[src/melody_note_sequencer_defines.svh]
// ----------------------------------------------------------------------------
// Melody note sequencer assertion macros
// Shorthand for the concurrent checks at the end of the top level.
// ----------------------------------------------------------------------------
`ifndef MELODY_NOTE_SEQUENCER_DEFINES_SVH
`define MELODY_NOTE_SEQUENCER_DEFINES_SVH

// The consequent must hold in the same cycle as the antecedent.
`define MSQ_ASSERT_NOW(label, ante, cons, msg) \
   label: assert property (@(posedge clock) disable iff (reset) (ante) |-> (cons)) \
      else $error(msg);

// The consequent must hold in the cycle after the antecedent.
`define MSQ_ASSERT_NEXT(label, ante, cons, msg) \
   label: assert property (@(posedge clock) disable iff (reset) (ante) |=> (cons)) \
      else $error(msg);

`endif

[src/msq_pkg.sv]
// ----------------------------------------------------------------------------
// Melody note sequencer package
// Shared types, codes and constants of the sequencer front, back and queues.
// ----------------------------------------------------------------------------
package msq_pkg;

   // Default configuration of the song store and the inter-note gap.
   localparam int SONGS_DEF     = 8;
   localparam int MAX_NOTES_DEF = 256;
   localparam int GAP_MS_DEF    = 15;

   // Depths of the command queue and the result queue.
   localparam int CMD_DEPTH = 4;
   localparam int RSP_DEPTH = 4;

   // Request codes as they arrive on the input channel.
   localparam logic [3:0] REQ_TICK      = 4'd0;
   localparam logic [3:0] REQ_PLAY      = 4'd1;
   localparam logic [3:0] REQ_PAUSE     = 4'd2;
   localparam logic [3:0] REQ_RESUME    = 4'd3;
   localparam logic [3:0] REQ_STOP      = 4'd4;
   localparam logic [3:0] REQ_NEXT      = 4'd5;
   localparam logic [3:0] REQ_PREV      = 4'd6;
   localparam logic [3:0] REQ_LOAD_NOTE = 4'd7;
   localparam logic [3:0] REQ_LOAD_LEN  = 4'd8;

   // Decoded operations handed from the front to the back.
   typedef enum logic [3:0] {
      OP_TICK,
      OP_PLAY,
      OP_PAUSE,
      OP_RESUME,
      OP_STOP,
      OP_NEXT,
      OP_PREV,
      OP_LOAD_NOTE,
      OP_LOAD_LEN,
      OP_NONE
   } msq_op_type;

   // Player mode, also driven on the result channel.
   typedef enum logic [1:0] {
      MODE_STOPPED = 2'd0,
      MODE_PLAYING = 2'd1,
      MODE_PAUSED  = 2'd2
   } msq_mode_type;

   // One input item.
   typedef struct packed {
      logic [3:0]  req_type;
      logic [7:0]  song_sel;
      logic [7:0]  note_sel;
      logic [15:0] load_freq;
      logic [15:0] load_ms;
      logic [8:0]  load_count;
   } msq_req_type;

   // One result item.
   typedef struct packed {
      logic [15:0] tone_freq;
      logic [1:0]  player_mode;
      logic [7:0]  song_now;
      logic [7:0]  note_now;
      logic        song_ended;
   } msq_rsp_type;

   // A classified item waiting in the command queue.
   typedef struct packed {
      msq_op_type  op;
      logic        song_ok;
      logic        note_ok;
      logic [7:0]  song;
      logic [7:0]  note;
      logic [15:0] freq;
      logic [15:0] dur_ms;
      logic [8:0]  count;
   } msq_cmd_type;

   // Free space of the result queue as seen by the back.
   typedef struct packed {
      logic has_one;
      logic has_two;
   } msq_room_type;

   // One entry of the note store.
   typedef struct packed {
      logic [15:0] freq;
      logic [15:0] dur_ms;
   } msq_note_type;

endpackage

[src/msq_rsp_queue.sv]
// ----------------------------------------------------------------------------
// Melody note sequencer result queue
// Holds finished results until the receiver pops them, and reports its
// free space to the back.
// ----------------------------------------------------------------------------
module msq_rsp_queue import msq_pkg::*; (
   input  logic         clock,
   input  logic         reset,
   input  logic         rsp_push,
   input  msq_rsp_type  rsp_in,
   output msq_room_type rsp_room,
   output logic         empty,
   input  logic         pop,
   output msq_rsp_type  rsp_item
);

   localparam int PTR_W = (RSP_DEPTH > 1) ? $clog2(RSP_DEPTH) : 1;
   localparam int CNT_W = $clog2(RSP_DEPTH + 1);

   msq_rsp_type      queue_ff [RSP_DEPTH];
   logic [PTR_W-1:0] wr_ptr_ff, wr_ptr_in;
   logic [PTR_W-1:0] rd_ptr_ff, rd_ptr_in;
   logic [CNT_W-1:0] count_ff, count_in;
   logic             do_pop;

   // Status toward both sides.
   assign empty            = (count_ff == '0);
   assign rsp_item         = queue_ff[rd_ptr_ff];
   assign do_pop           = pop && !empty;
   assign rsp_room.has_one = (count_ff < CNT_W'(RSP_DEPTH));
   assign rsp_room.has_two = ({1'b0, count_ff} + 1'b1 < (CNT_W + 1)'(RSP_DEPTH));

   // Pointer and fill count updates.
   always_comb begin
      wr_ptr_in = wr_ptr_ff;
      rd_ptr_in = rd_ptr_ff;
      count_in  = count_ff;
      if (rsp_push) begin
         wr_ptr_in = (wr_ptr_ff == PTR_W'(RSP_DEPTH - 1)) ? '0 : wr_ptr_ff + 1'b1;
      end
      if (do_pop) begin
         rd_ptr_in = (rd_ptr_ff == PTR_W'(RSP_DEPTH - 1)) ? '0 : rd_ptr_ff + 1'b1;
      end
      if (rsp_push && !do_pop) begin
         count_in = count_ff + 1'b1;
      end else if (do_pop && !rsp_push) begin
         count_in = count_ff - 1'b1;
      end
   end

   // Queue control registers.
   always_ff @(posedge clock) begin
      if (reset) begin
         wr_ptr_ff <= '0;
         rd_ptr_ff <= '0;
         count_ff  <= '0;
      end else begin
         wr_ptr_ff <= wr_ptr_in;
         rd_ptr_ff <= rd_ptr_in;
         count_ff  <= count_in;
      end
   end

   // Queue storage; the back only pushes when there is room.
   always_ff @(posedge clock) begin
      if (rsp_push) begin
         queue_ff[wr_ptr_ff] <= rsp_in;
      end
   end

endmodule

[config.mk]
export PLATFORM = sky130hd
export DESIGN_NAME = msq_rsp_queue
export DESIGN_NICKNAME = d
export VERILOG_FILES = /design/src/melody_note_sequencer_defines.svh /design/src/msq_pkg.sv /design/src/msq_rsp_queue.sv
export SDC_FILE = /design/constraint.sdc
export NUM_CORES = 1
export LEC_CHECK = 0
export BUFFER_PORTS_ARGS = -buffer_cell sky130_fd_sc_hd__buf_4
export CAP_MARGIN = 20
export CORE_MARGIN = 5
export CORE_UTILIZATION = 45
export CTS_BUF_LIST = sky130_fd_sc_hd__clkbuf_8 sky130_fd_sc_hd__clkbuf_16
export DETAILED_ROUTE_END_ITERATION = 12
export PLACE_DENSITY = 0.66
export SETUP_SLACK_MARGIN = 0.1
export SYNTH_ARGS = -nofsm -noshare
export SYNTH_HDL_FRONTEND = slang
export SYNTH_SLANG_ARGS = --single-unit
[constraint.sdc]
create_clock -name clock -period 2.7 [get_ports clock]
set_clock_uncertainty 0.1 [all_clocks]
set_input_delay 0.27 -clock clock [delete_from_list [all_inputs] [get_ports clock]]
set_output_delay 0.27 -clock clock [all_outputs]
set_load 0.02 [all_outputs]
==> results.tsv <==
stage	metric	value	unit
synthesis	Syn Inst Count	228	
die	die area	0.0147	mm^2
synthesis	Mean Syn Cell Area	24.4	um^2
critical_path	arrival time worst endpoint	1970	ps
die	Initial Util	46.1	%
routing	DRC viols	0	
clock_tree	worst skew pair latency	410	ps
routing	DRT iter0 DRCs	111	
clock_tree	# resized after CTS	0	
sta	Max-slew headroom	63.0	%
sta	slew at the pin closest to its max-slew limit	556	ps
power_and_ir_drop	VDD IR-drop max	0.564	mV
synthesis	Post-Syn Area	0.00556	mm^2
routing	drt first pass iters	4	
synthesis	Synth area leaders	edfxtp_1 (76%), mux4_2 (12%), dfxtp_1 (3.2%), mux4_1 (2.4%), ha_1 (1.4%)	
sta	final number of hold-violating endpoints	0	
critical_path	crit-path max FO	15	
die	row cnt	40	
sta	final setup margin	360	ps
clock_tree	Clock Path Buffers	2	
placement	DPL Wire Length	5900	um
placement	Buffers on Ports	76	
cells_and_area	FF/Latch Area	0.00439	mm^2
sta	Tmin final	2340	ps
clock_tree	H-tree Lvls	4	
die	Die Y	121	um
power_and_ir_drop	Power Total	6.65	mW
worst_hold_path	Hold Path Class	primary input to register	
power_and_ir_drop	pwr/cell area	900	mW/mm^2
critical_path	r2r worst-path depth	7	
global_route	Tot GR Track Use	14.6	%
cells_and_area	share of cells above drive strength 1	40.9	%
placement	gpl congestion	0.721	
routing	Detail Route Antenna Nets	0	
critical_path	required time worst endpoint	2330	ps
critical_path	WP buf/inv	2	
critical_path	crit-path cells	buf_12 -> mux4_1 -> buf_4	
sta	unrepaired setup endpoints after global routing	no	
global_route	GRT overflow	0	
clock_tree	CTS root buf	clkbuf_16	
synthesis	Synth cell types	21	
global_route	global-route wire length before repair	15500	um
cells_and_area	footprint of the multi-input gates	0.00107	mm^2
synthesis	#FFs+latches synth	149	
cells_and_area	final net count	405	
routing	Vias	2675	
synthesis	sequential area share after synthesis	78.8	%
clock_tree	Worst-path clk slew	50	ps
sta	Max Fclk	427	MHz
sta	Final setup viols	0	
synthesis	Post-Syn Nets	274	
flow_run	max_cap viols	0	
sta	crit share post-route	86.7	%
routing	Avg WL per Cell	18.1	um
worst_hold_path	hold path depth	3	
routing	Via density	4.95	
cells_and_area	fillers	865	
critical_path	crit path kind	register to output port	
critical_path	CP startpoint kind	register	
synthesis	share of the synthesized area in the top cell type	75.6	%
clock_tree	TritonCTS Buffers	17	
placement	pre-CTS setup slack	508	ps
synthesis	dominant cell type by area after synthesis	edfxtp_1	
global_route	largest net degree at the start of global routing	21	
critical_path	CP max stage cell	dfxtp_2	
routing	final WL	9790	um
status	status	finished, final reports clean	
critical_path	Worst Setup End Kind	output port	
clock_tree	CTS tree	built	
global_route	vias in the first global route	2844	
sta	TNS Setup	0	ps
cells_and_area	area growth from synthesis to layout	32.9	%
global_route	antenna violations before repair	0	
critical_path	instance count on the critical path	3	
critical_path	cell family with most CP delay	flip-flops	
die	Ports	77	
die	Core ar.	0.0121	mm^2
die	DIE WIDTH	121	um
synthesis	Ys Warns	0	
cells_and_area	number of diodes	0	
sta	fin. max-slew vios	0	
clock_tree	Sink Count	149	
power_and_ir_drop	cell leakage power	2.59	nW
critical_path	CP max stage delay	570	ps
worst min-delay path, stage by stage:
cell and delay, ps:
buf_4 130, mux2i_1 80, nor2_1 70
cell usage after synthesis, drive strengths merged:
cell type / instances
dfxtp: 9
inv: 4
or3: 2
mux4: 35
buf: 7
a21oi: 3
nor3: 1
xor2: 2
clkbuf: 1
nand2: 1
ha: 6
and2: 4
fa: 1
edfxtp: 140
nor2: 6
o21ai: 1
o31ai: 1
mux2i: 4
where the power goes:
| group | switching (mW) | internal, mW | total, mW |
|---|---|---|---|
| registers | 0.109 | 2.66 | 2.77 |
| clock network | 0.862 | 1.63 | 2.49 |
| logic | 0.662 | 0.721 | 1.38 |
| total | 1.63 | 5.01 | 6.65 |
worst paths after layout:
kind | slack (ps) | from | to
min reg2reg | 410 | rd_ptr_ff[0] | register
max reg2reg | 510 | count_ff[0] | count_ff[2]
max | 360 | register | rsp_item[34]
min | 80 | rsp_push | wr_ptr_ff[0]
stage by stage:
| stage | instance area (um^2) | hold WS (ps) | cells | utilization, % |
|---|---|---|---|---|
| 6_report | 7390 | 78.9 | 540 | 61.3 |
| 4_1_cts | 7390 | 51.2 | 540 | 61.3 |
| 3_5_place_dp | 6390 | 373 | 472 | 53.0 |
| 2_1_floorplan | 5560 | 239 | 228 | - |
| 3_3_place_gp | 6390 | 370 | 472 | 53.0 |
| 5_1_grt | 7390 | 88.3 | 540 | 61.3 |
layout by cell type (no fill, tap or decap), drive strengths merged:
cell / synthesis / layout
edfxtp: 140 / 140
buf: 7 / 84
dlygate4sd3: 0 / 36
mux4: 35 / 35
clkbuf: 1 / 17
dfxtp: 9 / 9
nor2: 6 / 6
ha: 6 / 6
inv: 4 / 6
clkinv: 0 / 6
bufinv: 0 / 5
and2: 4 / 4
mux2i: 4 / 4
a21oi: 3 / 3
or3: 2 / 2
xor2: 2 / 2
clkinvlp: 0 / 2
nor3: 1 / 1
o31ai: 1 / 1
nand2: 1 / 1
o21ai: 1 / 1
fa: 1 / 1
logic make-up after synthesis:
family                   synth area share (%)
buffers and inverters                    1.91
AO/OA/AOI/OAI                           0.742
adder cells (fa/ha/maj)                  1.71
XOR/XNOR                                0.315
flip-flops                               78.8
AND/OR/NAND/NOR                          1.24
multiplexers                             15.2
per-layer routing:
metal / vias to the layer above / wire length (um) / GRT usage, %
met5: - / 0 / 0
met4: 0 / 184 / 6.44
met3: 13 / 529 / 5.13
met2: 67 / 4860 / 22.8
met1: 1367 / 4210 / 18.5
li1: 1228 / - / -
final cells by class:
class / count / share of cell area [%]
clock buffers: 17 / 5.76
clock inverters: 15 / 2.86
inverters: 4 / 0.203
multi-input cells: 67 / 14.5
flip-flops and latches: 149 / 59.4
well taps: 168 / 2.84
repair buffers: 120 / 14.4
registers in the layout, indices dropped and copies added (netlist names), named ones only:
signal	cells
count_ff	3
wr_ptr_ff	2
rd_ptr_ff	2
queue_ff	140
repair_timing:
| action | in CTS | in global routing |
|---|---|---|
| buffers inserted | 0 | 0 |
| hold endpoints to repair | 149 | 0 |
| hold buffers | 36 | 0 |
Note: power is estimated with default switching activity, not from simulation.
